`src/rtl/ttcw_pkg.sv`:
```
// Shared constants, types and helpers of the text terminal cell writer.
package ttcw_pkg;

    localparam int COLUMNS    = 80;
    localparam int ROWS       = 25;
    localparam int CELL_COUNT = COLUMNS * ROWS;
    localparam int SCROLL_CELLS = CELL_COUNT - COLUMNS;

    localparam int ADDR_W    = $clog2(CELL_COUNT);
    localparam int IDX_W     = $clog2(CELL_COUNT + 1);
    localparam int COL_W     = 7;
    localparam int ROW_W     = 5;
    localparam int MODE_W    = 3;
    localparam int CHAR_W    = 8;
    localparam int CELL_W    = 16;
    localparam int POS_W     = 11;
    localparam int COLOR_W   = 4;
    localparam int ATTR_W    = 2 * COLOR_W;
    localparam int CFG_IDX_W = 1;

    localparam logic [CHAR_W-1:0] CHAR_LF    = 8'h0A;
    localparam logic [CHAR_W-1:0] CHAR_CR    = 8'h0D;
    localparam logic [CHAR_W-1:0] CHAR_TAB   = 8'h09;
    localparam logic [CHAR_W-1:0] CHAR_BS    = 8'h08;
    localparam logic [CHAR_W-1:0] CHAR_SPACE = 8'h20;

    localparam logic [COLOR_W-1:0] FG_RESET    = 4'hF;
    localparam logic [COLOR_W-1:0] BG_RESET    = 4'h0;
    localparam logic [CELL_W-1:0]  RESET_BLANK = {BG_RESET, FG_RESET, CHAR_SPACE};

    typedef enum logic [MODE_W-1:0] {
        MODE_PUT   = 3'd0,
        MODE_ERASE = 3'd1,
        MODE_SET   = 3'd2,
        MODE_CLEAR = 3'd3,
        MODE_READ  = 3'd4
    } t_mode;

    typedef enum logic [CFG_IDX_W-1:0] {
        CFG_FOREGROUND = 1'b0,
        CFG_BACKGROUND = 1'b1
    } t_cfg_reg;

    typedef enum logic [2:0] {
        ST_INIT,
        ST_IDLE,
        ST_SCROLL,
        ST_FILL,
        ST_EMIT
    } t_state;

    typedef struct packed {
        logic              we;
        logic [ADDR_W-1:0] waddr;
        logic [CELL_W-1:0] wdata;
        logic              re;
        logic [ADDR_W-1:0] raddr;
    } t_ram_req;

    // Linear cell index of an in-range row and column.
    function automatic logic [ADDR_W-1:0] cell_index(input logic [ROW_W-1:0] row,
                                                     input logic [COL_W-1:0] col);
        return ADDR_W'(row) * ADDR_W'(COLUMNS) + ADDR_W'(col);
    endfunction

endpackage

```
`src/rtl/ttcw_channels.sv`:
```
// Channel interfaces: command input, result output and register write.
interface ttcw_in_if;
    logic                           valid;
    logic                           ready;
    logic [ttcw_pkg::MODE_W-1:0]    mode;
    logic [ttcw_pkg::CHAR_W-1:0]    char_code;
    logic [ttcw_pkg::COL_W-1:0]     target_column;
    logic [ttcw_pkg::ROW_W-1:0]     target_row;

    modport source (output valid, output mode, output char_code, output target_column,
                    output target_row, input ready);
    modport sink   (input valid, input mode, input char_code, input target_column,
                    input target_row, output ready);
endinterface

interface ttcw_out_if;
    logic                           valid;
    logic                           ready;
    logic [ttcw_pkg::POS_W-1:0]     cursor_position;
    logic [ttcw_pkg::CELL_W-1:0]    cell_data;
    logic                           echo_valid;
    logic [ttcw_pkg::CHAR_W-1:0]    echo_char;

    modport source (output valid, output cursor_position, output cell_data,
                    output echo_valid, output echo_char, input ready);
    modport sink   (input valid, input cursor_position, input cell_data,
                    input echo_valid, input echo_char, output ready);
endinterface


```
`src/rtl/ttcw_engine.sv`:
```
// Command sequencer: cursor update, cell writes, scroll and fill sweeps, result register.
module ttcw_engine (
    input  logic                          i_clk,
    input  logic                          i_rst_n,
    ttcw_in_if.sink                       i_in,
    ttcw_out_if.source                    o_res,
    input  logic [ttcw_pkg::ATTR_W-1:0]   i_attr,
    output ttcw_pkg::t_ram_req            o_ram_req,
    input  logic [ttcw_pkg::CELL_W-1:0]   i_ram_rdata
);

    ttcw_pkg::t_state r_state, n_state;
    logic [ttcw_pkg::IDX_W-1:0]  r_idx, n_idx;
    logic [ttcw_pkg::COL_W-1:0]  r_col;
    logic [ttcw_pkg::ROW_W-1:0]  r_row;
    logic                        r_put;
    logic [ttcw_pkg::CHAR_W-1:0] r_char;
    logic                        r_read_ok;
    logic                        r_out_valid, n_out_valid;
    logic [ttcw_pkg::POS_W-1:0]  r_out_pos;
    logic [ttcw_pkg::CELL_W-1:0] r_out_cell;
    logic                        r_out_echo;
    logic [ttcw_pkg::CHAR_W-1:0] r_out_char;

    logic                        accept;
    logic                        emit;
    logic [ttcw_pkg::CELL_W-1:0] blank;

    // Decoded command
    logic [ttcw_pkg::COL_W:0]    c_col_inc;
    logic [ttcw_pkg::COL_W:0]    c_tab;
    logic [ttcw_pkg::ROW_W:0]    c_row_inc;
    logic [ttcw_pkg::COL_W-1:0]  c_col;
    logic [ttcw_pkg::ROW_W:0]    c_row_w;
    logic [ttcw_pkg::ROW_W-1:0]  c_row;
    logic                        c_scroll;
    logic                        c_clear;
    logic                        c_we;
    logic [ttcw_pkg::COL_W-1:0]  c_wcol;
    logic [ttcw_pkg::ROW_W-1:0]  c_wrow;
    logic [ttcw_pkg::CHAR_W-1:0] c_wchar;
    logic                        c_read_ok;

    assign accept = i_in.valid && i_in.ready;
    assign emit   = (r_state == ttcw_pkg::ST_EMIT) && (!r_out_valid || o_res.ready);
    assign blank  = {i_attr, ttcw_pkg::CHAR_SPACE};

    always_comb begin
        c_col_inc = (ttcw_pkg::COL_W + 1)'(r_col) + (ttcw_pkg::COL_W + 1)'(1);
        c_tab     = ((ttcw_pkg::COL_W + 1)'(r_col) + (ttcw_pkg::COL_W + 1)'(4))
                    & ~(ttcw_pkg::COL_W + 1)'(3);
        c_row_inc = (ttcw_pkg::ROW_W + 1)'(r_row) + (ttcw_pkg::ROW_W + 1)'(1);
        c_col     = r_col;
        c_row_w   = (ttcw_pkg::ROW_W + 1)'(r_row);
        c_clear   = 1'b0;
        c_we      = 1'b0;
        c_wcol    = r_col;
        c_wrow    = r_row;
        c_wchar   = ttcw_pkg::CHAR_SPACE;
        unique case (ttcw_pkg::t_mode'(i_in.mode))
            ttcw_pkg::MODE_PUT: begin
                case (i_in.char_code)
                    ttcw_pkg::CHAR_LF: begin
                        c_col   = '0;
                        c_row_w = c_row_inc;
                    end
                    ttcw_pkg::CHAR_CR: begin
                        c_col = '0;
                    end
                    ttcw_pkg::CHAR_TAB: begin
                        if (c_tab >= (ttcw_pkg::COL_W + 1)'(ttcw_pkg::COLUMNS)) begin
                            c_col   = '0;
                            c_row_w = c_row_inc;
                        end else begin
                            c_col = ttcw_pkg::COL_W'(c_tab);
                        end
                    end
                    ttcw_pkg::CHAR_BS: begin
                        // Backspace stops at the left edge and never wraps.
                        if (r_col != '0) begin
                            c_col  = r_col - ttcw_pkg::COL_W'(1);
                            c_we   = 1'b1;
                            c_wcol = r_col - ttcw_pkg::COL_W'(1);
                        end
                    end
                    default: begin
                        c_we    = 1'b1;
                        c_wchar = i_in.char_code;
                        if (c_col_inc >= (ttcw_pkg::COL_W + 1)'(ttcw_pkg::COLUMNS)) begin
                            c_col   = '0;
                            c_row_w = c_row_inc;
                        end else begin
                            c_col = ttcw_pkg::COL_W'(c_col_inc);
                        end
                    end
                endcase
            end
            ttcw_pkg::MODE_ERASE: begin
                // At the origin the cursor stays put and cell zero is blanked.
                c_we = 1'b1;
                if (r_col != '0) begin
                    c_col  = r_col - ttcw_pkg::COL_W'(1);
                    c_wcol = r_col - ttcw_pkg::COL_W'(1);
                end else if (r_row != '0) begin
                    c_col   = ttcw_pkg::COL_W'(ttcw_pkg::COLUMNS - 1);
                    c_row_w = (ttcw_pkg::ROW_W + 1)'(r_row - ttcw_pkg::ROW_W'(1));
                    c_wcol  = ttcw_pkg::COL_W'(ttcw_pkg::COLUMNS - 1);
                    c_wrow  = r_row - ttcw_pkg::ROW_W'(1);
                end
            end
            ttcw_pkg::MODE_SET: begin
                if (i_in.target_column < ttcw_pkg::COL_W'(ttcw_pkg::COLUMNS)) begin
                    c_col = i_in.target_column;
                end
                if (i_in.target_row < ttcw_pkg::ROW_W'(ttcw_pkg::ROWS)) begin
                    c_row_w = (ttcw_pkg::ROW_W + 1)'(i_in.target_row);
                end
            end
            ttcw_pkg::MODE_CLEAR: begin
                c_clear = 1'b1;
                c_col   = '0;
                c_row_w = '0;
            end
            ttcw_pkg::MODE_READ: begin
            end
            default: begin
            end
        endcase
        c_scroll  = c_row_w >= (ttcw_pkg::ROW_W + 1)'(ttcw_pkg::ROWS);
        c_row     = c_scroll ? ttcw_pkg::ROW_W'(ttcw_pkg::ROWS - 1) : ttcw_pkg::ROW_W'(c_row_w);
        c_read_ok = (ttcw_pkg::t_mode'(i_in.mode) == ttcw_pkg::MODE_READ)
                    && (i_in.target_column < ttcw_pkg::COL_W'(ttcw_pkg::COLUMNS))
                    && (i_in.target_row < ttcw_pkg::ROW_W'(ttcw_pkg::ROWS));
    end

    // Next state
    always_comb begin
        n_state = r_state;
        unique case (r_state)
            ttcw_pkg::ST_INIT: begin
                if (r_idx == ttcw_pkg::IDX_W'(ttcw_pkg::CELL_COUNT - 1)) begin
                    n_state = ttcw_pkg::ST_IDLE;
                end
            end
            ttcw_pkg::ST_IDLE: begin
                if (accept) begin
                    if (c_clear) begin
                        n_state = ttcw_pkg::ST_FILL;
                    end else if (c_scroll) begin
                        n_state = ttcw_pkg::ST_SCROLL;
                    end else begin
                        n_state = ttcw_pkg::ST_EMIT;
                    end
                end
            end
            ttcw_pkg::ST_SCROLL: begin
                if (r_idx == ttcw_pkg::IDX_W'(ttcw_pkg::CELL_COUNT)) begin
                    n_state = ttcw_pkg::ST_EMIT;
                end
            end
            ttcw_pkg::ST_FILL: begin
                if (r_idx == ttcw_pkg::IDX_W'(ttcw_pkg::CELL_COUNT - 1)) begin
                    n_state = ttcw_pkg::ST_EMIT;
                end
            end
            ttcw_pkg::ST_EMIT: begin
                if (emit) begin
                    n_state = ttcw_pkg::ST_IDLE;
                end
            end
            default: begin
                n_state = ttcw_pkg::ST_INIT;
            end
        endcase
    end

    // Outputs: memory requests, sweep counter and handshakes
    always_comb begin
        o_ram_req = '0;
        n_idx     = '0;
        unique case (r_state)
            ttcw_pkg::ST_INIT: begin
                o_ram_req.we    = 1'b1;
                o_ram_req.waddr = ttcw_pkg::ADDR_W'(r_idx);
                o_ram_req.wdata = ttcw_pkg::RESET_BLANK;
                n_idx           = r_idx + ttcw_pkg::IDX_W'(1);
            end
            ttcw_pkg::ST_FILL: begin
                o_ram_req.we    = 1'b1;
                o_ram_req.waddr = ttcw_pkg::ADDR_W'(r_idx);
                o_ram_req.wdata = blank;
                n_idx           = r_idx + ttcw_pkg::IDX_W'(1);
            end
            ttcw_pkg::ST_SCROLL: begin
                // Read one row ahead; the copy is written in the following cycle, then the
                // bottom row is blanked.
                o_ram_req.re    = r_idx < ttcw_pkg::IDX_W'(ttcw_pkg::SCROLL_CELLS);
                o_ram_req.raddr = ttcw_pkg::ADDR_W'(r_idx + ttcw_pkg::IDX_W'(ttcw_pkg::COLUMNS));
                o_ram_req.we    = r_idx != '0;
                o_ram_req.waddr = ttcw_pkg::ADDR_W'(r_idx - ttcw_pkg::IDX_W'(1));
                o_ram_req.wdata = (r_idx <= ttcw_pkg::IDX_W'(ttcw_pkg::SCROLL_CELLS))
                                  ? i_ram_rdata : blank;
                n_idx           = r_idx + ttcw_pkg::IDX_W'(1);
            end
            ttcw_pkg::ST_IDLE: begin
                o_ram_req.we    = accept && c_we;
                o_ram_req.waddr = ttcw_pkg::cell_index(c_wrow, c_wcol);
                o_ram_req.wdata = {i_attr, c_wchar};
                o_ram_req.re    = accept && c_read_ok;
                o_ram_req.raddr = ttcw_pkg::cell_index(i_in.target_row, i_in.target_column);
            end
            ttcw_pkg::ST_EMIT: begin
            end
            default: begin
            end
        endcase
        n_out_valid = emit || (r_out_valid && !o_res.ready);
    end

    assign i_in.ready = (r_state == ttcw_pkg::ST_IDLE);

    always_ff @(posedge i_clk) begin
        if (!i_rst_n) begin
            r_state     <= ttcw_pkg::ST_INIT;
            r_idx       <= '0;
            r_col       <= '0;
            r_row       <= '0;
            r_out_valid <= 1'b0;
        end else begin
            r_state     <= n_state;
            r_idx       <= n_idx;
            r_out_valid <= n_out_valid;
            if (accept) begin
                r_col <= c_col;
                r_row <= c_row;
            end
        end
    end

    always_ff @(posedge i_clk) begin
        if (accept) begin
            r_put     <= ttcw_pkg::t_mode'(i_in.mode) == ttcw_pkg::MODE_PUT;
            r_char    <= i_in.char_code;
            r_read_ok <= c_read_ok;
        end
        if (emit) begin
            r_out_pos  <= ttcw_pkg::POS_W'(ttcw_pkg::cell_index(r_row, r_col));
            r_out_cell <= r_read_ok ? i_ram_rdata : '0;
            r_out_echo <= r_put;
            r_out_char <= r_put ? r_char : '0;
        end
    end

    assign o_res.valid           = r_out_valid;
    assign o_res.cursor_position = r_out_pos;
    assign o_res.cell_data       = r_out_cell;
    assign o_res.echo_valid      = r_out_echo;
    assign o_res.echo_char       = r_out_char;

endmodule

```
`src/flat_wrapper.sv`:
```
// flat-port wrapper written by rule: the top's interface ports become plain ports
module ttcw_engine_flat 
  (i_clk, i_rst_n, i_attr, o_ram_req, i_ram_rdata, i_in_valid, i_in_mode, i_in_char_code, i_in_target_column, i_in_target_row, i_in_ready, o_res_valid, o_res_cursor_position, o_res_cell_data, o_res_echo_valid, o_res_echo_char, o_res_ready);
  ttcw_in_if i_in_i ();
  ttcw_out_if o_res_i ();
  input  logic i_clk;
  input  logic i_rst_n;
  input  logic [ttcw_pkg::ATTR_W-1:0] i_attr;
  output ttcw_pkg::t_ram_req o_ram_req;
  input  logic [ttcw_pkg::CELL_W-1:0] i_ram_rdata;
  input wire logic [$bits(i_in_i.valid)-1:0] i_in_valid;
  input wire logic [$bits(i_in_i.mode)-1:0] i_in_mode;
  input wire logic [$bits(i_in_i.char_code)-1:0] i_in_char_code;
  input wire logic [$bits(i_in_i.target_column)-1:0] i_in_target_column;
  input wire logic [$bits(i_in_i.target_row)-1:0] i_in_target_row;
  output wire logic [$bits(i_in_i.ready)-1:0] i_in_ready;
  output wire logic [$bits(o_res_i.valid)-1:0] o_res_valid;
  output wire logic [$bits(o_res_i.cursor_position)-1:0] o_res_cursor_position;
  output wire logic [$bits(o_res_i.cell_data)-1:0] o_res_cell_data;
  output wire logic [$bits(o_res_i.echo_valid)-1:0] o_res_echo_valid;
  output wire logic [$bits(o_res_i.echo_char)-1:0] o_res_echo_char;
  input wire logic [$bits(o_res_i.ready)-1:0] o_res_ready;
  assign i_in_i.valid = i_in_valid;
  assign i_in_i.mode = i_in_mode;
  assign i_in_i.char_code = i_in_char_code;
  assign i_in_i.target_column = i_in_target_column;
  assign i_in_i.target_row = i_in_target_row;
  assign i_in_ready = i_in_i.ready;
  assign o_res_valid = o_res_i.valid;
  assign o_res_cursor_position = o_res_i.cursor_position;
  assign o_res_cell_data = o_res_i.cell_data;
  assign o_res_echo_valid = o_res_i.echo_valid;
  assign o_res_echo_char = o_res_i.echo_char;
  assign o_res_i.ready = o_res_ready;
  ttcw_engine u_core (.i_clk(i_clk), .i_rst_n(i_rst_n), .i_in(i_in_i), .o_res(o_res_i), .i_attr(i_attr), .o_ram_req(o_ram_req), .i_ram_rdata(i_ram_rdata));
endmodule
```
`config.mk`:
```
export PLATFORM = sky130hd
export DESIGN_NAME = ttcw_engine_flat
export DESIGN_NICKNAME = d
export VERILOG_FILES = /design/src/rtl/ttcw_pkg.sv /design/src/rtl/ttcw_channels.sv /design/src/rtl/ttcw_engine.sv /design/src/flat_wrapper.sv
export SDC_FILE = /design/constraint.sdc
export NUM_CORES = 1
export LEC_CHECK = 0
export ABC_CLOCK_PERIOD_IN_PS = 5250
export CORE_MARGIN = 1.5
export CORE_UTILIZATION = 65
export CTS_CLUSTER_DIAMETER = 100
export DETAILED_ROUTE_END_ITERATION = 10
export DONT_BUFFER_PORTS = 1
export PLACE_DENSITY = 0.9
export SLEW_MARGIN = 30
export SYNTH_ARGS = -nofsm -noshare
export SYNTH_HDL_FRONTEND = slang
export SYNTH_SLANG_ARGS = --single-unit
```
`constraint.sdc`:
```
create_clock -name i_clk -period 5.25 [get_ports i_clk]
set_input_delay 0.2625 -clock i_clk [delete_from_list [all_inputs] [get_ports i_clk]]
set_output_delay 0.2625 -clock i_clk [all_outputs]
set_load 0.1 [all_outputs]
```
==> impl_metrics.yaml <==
timing:
  period_needed_ns: 5.01
  timing.fmax_mhz: 200
  finalMaxSlewViolations: 0
  finalHoldViolCount: 0
  fin_skew_ns: 0.0166
  period_share_pct: 95.4
  final-setup-viol-count: 0
  maxSlewHeadroom_pct: 33.2
  finalSetupTns_ns: 0
  worst_slew_pin_slew_ns: 1.00
  rsz0062_at_grt: "no"
run:
  max_cap_viol_count: 0
power_and_ir_drop:
  comb_power_share_pct: 32.5
  leakage_uw: 0.00270
  clkPwrFrac_pct: 30.9
  intPower_uw: 1060
  power.switching_uw: 686
  p_sw_share_pct: 39.2
  power_density_mw_per_mm2: 246
  sequentialPowerShare_pct: 36.6
  ir_worst_vdd_uv: 156
  power.total_uw: 1750
die:
  pin_count: 129
  start_util_pct: 67.2
  core-area_sq_mm: 0.00924
  rows: 35
  die-area_sq_mm: 0.0101
  die_x_um: 101
  die_y_um: 101
setup_path:
  criticalPathCategory: "reg2out"
  crit_path_top_delay_cell: "dfxtp_1"
  cp-start-kind: "flip-flop"
  slowest_delay_ns: 0.43
  cp.arrival_ns: 4.75
  crit_required_ns: 4.99
  crit_path_max_fanout: 11
  path_cells: "inv_1, ha_1, nand4bb_4, nand2b_1, or3_1, nor2_1, mux2_2, ha_1, ha_1, fa_1, xnor2_1, and3b_1, xnor2_1, xnor2_1, o211ai_1, o21ai_0, nor2_2, buf_6"
  cp-end-kind: "output port"
route:
  via_per_inst: 6.88
  ant_nets: 0
  first_pass_iters: 7
  post-route-drc-count: 0
  drt-total-wl_um: 19500
  drt-initial-drc-count: 676
  vias: 6078
  wl_per_cell_um: 22.1
logic_synthesis:
  yosys_warnings: 0
  seq_area_frac_synth_pct: 30.9
  synth_nets: 846
  ys_types: 73
  synth_edf_count: 46
  postSynth.asyncResetShare_pct: 0
  synthCells: 751
  syn_area_per_cell_sq_um: 8.27
  syn_area_sq_mm: 0.00621
  ys.flop_type: "edfxtp_1"
  ys_ff_latch: 73
layout:
  drive_gt1_share_pct: 12.6
  mostFrequentLayoutCell: "nor2_1"
  area_growth_pct: 14.7
  final_area_sq_mm: 0.00712
  antennaDiodeCount: 0
  final_cell_mix: "65 x nor2_1, 62 x nand2_1, 46 x edfxtp_1, 43 x a21oi_1, 43 x o21ai_0"
  nets: 845
global_route:
  grt_first_pass_wirelength_um: 30500
  grt_max_degree: 37
  grt_pass1_vias: 5978
  antenna_found_initial: 0
  overflow: 0
  grt_usage_pct: 38.6
placement:
  hpwl_um: 14300
  port-buffer-count: 0
  dpl-instance-area_sq_mm: 0.00678
  gp_congestion: 1.01
run_status:
  outcome: "finished clean"
cts:
  cts-buffers-inserted: 9
  cts_setup_buffers: 0
  clkSlewWorstSetupHoldPaths_ns: 0.09
  root_buffer: "clkbuf_8"
  clkLatencyLatePin_ns: 0.37
  ctsHtreeMaxLevel: 3
  clockBufferDepth: 2
  clock-sinks: 73
  cts_tree: "built"
min_path:
  hold_class: "in2reg"
## logic make-up (layout without fill, tap and decap cells)
kind of cell / count (synthesis) / after routing / synth area share, %
AO/OA/AOI/OAI: 214 / 214 / 22.9
flip-flops: 73 / 73 / 30.9
XOR/XNOR: 52 / 52 / 7.33
AND/OR/NAND/NOR: 268 / 268 / 21.8
multiplexers: 12 / 12 / 2.04
buffers and inverters: 88 / 92 / 5.36
adder cells (fa/ha/maj): 44 / 44 / 9.59
## cells in the mapped netlist, drive strengths merged, types with 4 or more instances
cell type | n | share of area, %
a211o | 4 | 0.56
a211oi | 8 | 1.0
a21o | 8 | 0.97
a21oi | 45 | 3.6
a221oi | 5 | 0.71
a22o | 10 | 1.4
a22oi | 6 | 0.73
a311oi | 6 | 0.85
a31oi | 13 | 1.3
and2 | 29 | 2.9
and3 | 8 | 0.81
buf | 5 | 0.34
clkbuf | 44 | 2.7
dfxtp | 27 | 8.7
edfxtp | 46 | 22
fa | 6 | 1.9
ha | 38 | 7.7
inv | 39 | 2.4
mux2 | 5 | 0.91
mux2i | 7 | 1.1
nand2 | 62 | 3.7
nand2b | 14 | 1.4
nand3 | 16 | 1.3
nand4 | 4 | 0.40
nor2 | 71 | 4.3
nor2b | 4 | 0.40
nor3 | 21 | 1.9
nor4 | 5 | 0.60
o211ai | 9 | 1.1
o21ai | 53 | 4.3
o22ai | 11 | 1.1
o311ai | 5 | 0.71
o31ai | 6 | 0.81
or2 | 4 | 0.40
or3 | 12 | 1.2
xnor2 | 33 | 4.7
xor2 | 19 | 2.7
## per-layer routing
layer,GRT usage [%],vias up,wire length [um]
met1,49.5,2876,7510
met2,63.3,416,9280
met3,8.67,59,2130
met4,15.1,0,603
met5,0,-,0
li1,-,2727,-
## critical path: cells and delay by family, from the launching register on
| family | cells | cell delay, ns |
|---|---|---|
| flops | 1 | 0.43 |
| simple gates | 6 | 1.24 |
| xor+xnor | 3 | 0.49 |
| buf+inv | 2 | 0.38 |
| mux | 1 | 0.37 |
| fa+ha+maj | 4 | 1.20 |
| compound gates | 2 | 0.29 |
## cell type report
class                      instances  area, sq um
multi-input combinational        590         4320
fill                             633         2120
sequential                        73         1920
timing repair buffer              37          339
tap                              129          161
inverter                          39          146
clock buffer                      10          138
clock inverter                     6         95.1
## through the flow
| stage | hold WS (ns) | util (%) | worst slack [ns] | instances |
|---|---|---|---|---|
| 2_1_floorplan | 0.361 | - | 0.0671 | 751 |
| 3_3_place_gp | 0.362 | 71.7 | 0.619 | 859 |
| 3_5_place_dp | 0.362 | 73.4 | 0.455 | 860 |
| 4_1_cts | 0.00411 | 76.5 | 0.0350 | 882 |
| 5_1_grt | 0.0386 | 77.1 | 0.0245 | 884 |
| 6_report | 0.0551 | 77.1 | 0.241 | 884 |
## state kept, by name (all words and copies together) (netlist names)
register	cells
u_core.o_res.cell_data	16
u_core.o_res.cursor_position	11
u_core.o_res.echo_char	8
u_core.o_res.echo_valid	1
u_core.o_res.valid	1
u_core.r_char	8
u_core.r_col	7
u_core.r_idx	11
u_core.r_put	1
u_core.r_read_ok	1
u_core.r_row	5
u_core.r_state	3
## final timing paths
kind / startpoint / end / slack, ns / cells past startpoint
worst min-delay path: i_rst_n / u_core.r_row[4] / 0.06 / 2
worst max register to register: u_core.r_col[3] / u_core.r_state[1] / 1.72 / 9
worst max-delay path: u_core.r_col[3] / o_ram_req[38] / 0.24 / 18
worst min register to register: u_core.r_char[3] / u_core.o_res.echo_char[3] / 0.53 / 1
## what timing repair did
| item | 4_1_cts | 5_1_grt |
|---|---|---|
| endpoints found under the setup margin | 0 | 1 |
| endpoints found under the hold margin | 6 | 2 |
| resized for setup | 0 | 6 |
| hold buffers | 6 | 2 |
## power by group through the flow
| stage | Sequential, uW | Combinational [uW] | Clock (uW) |
|---|---|---|---|
| final | 640 | 569 | 540 |
| after global routing | 642 | 599 | 561 |
| after CTS | 639 | 558 | 537 |
| after global placement | 652 | 522 | 0 |
| after detailed placement | 653 | 552 | 0 |
| after floorplan | 644 | 418 | 0 |
Note: power is estimated with default switching activity, not from simulation.
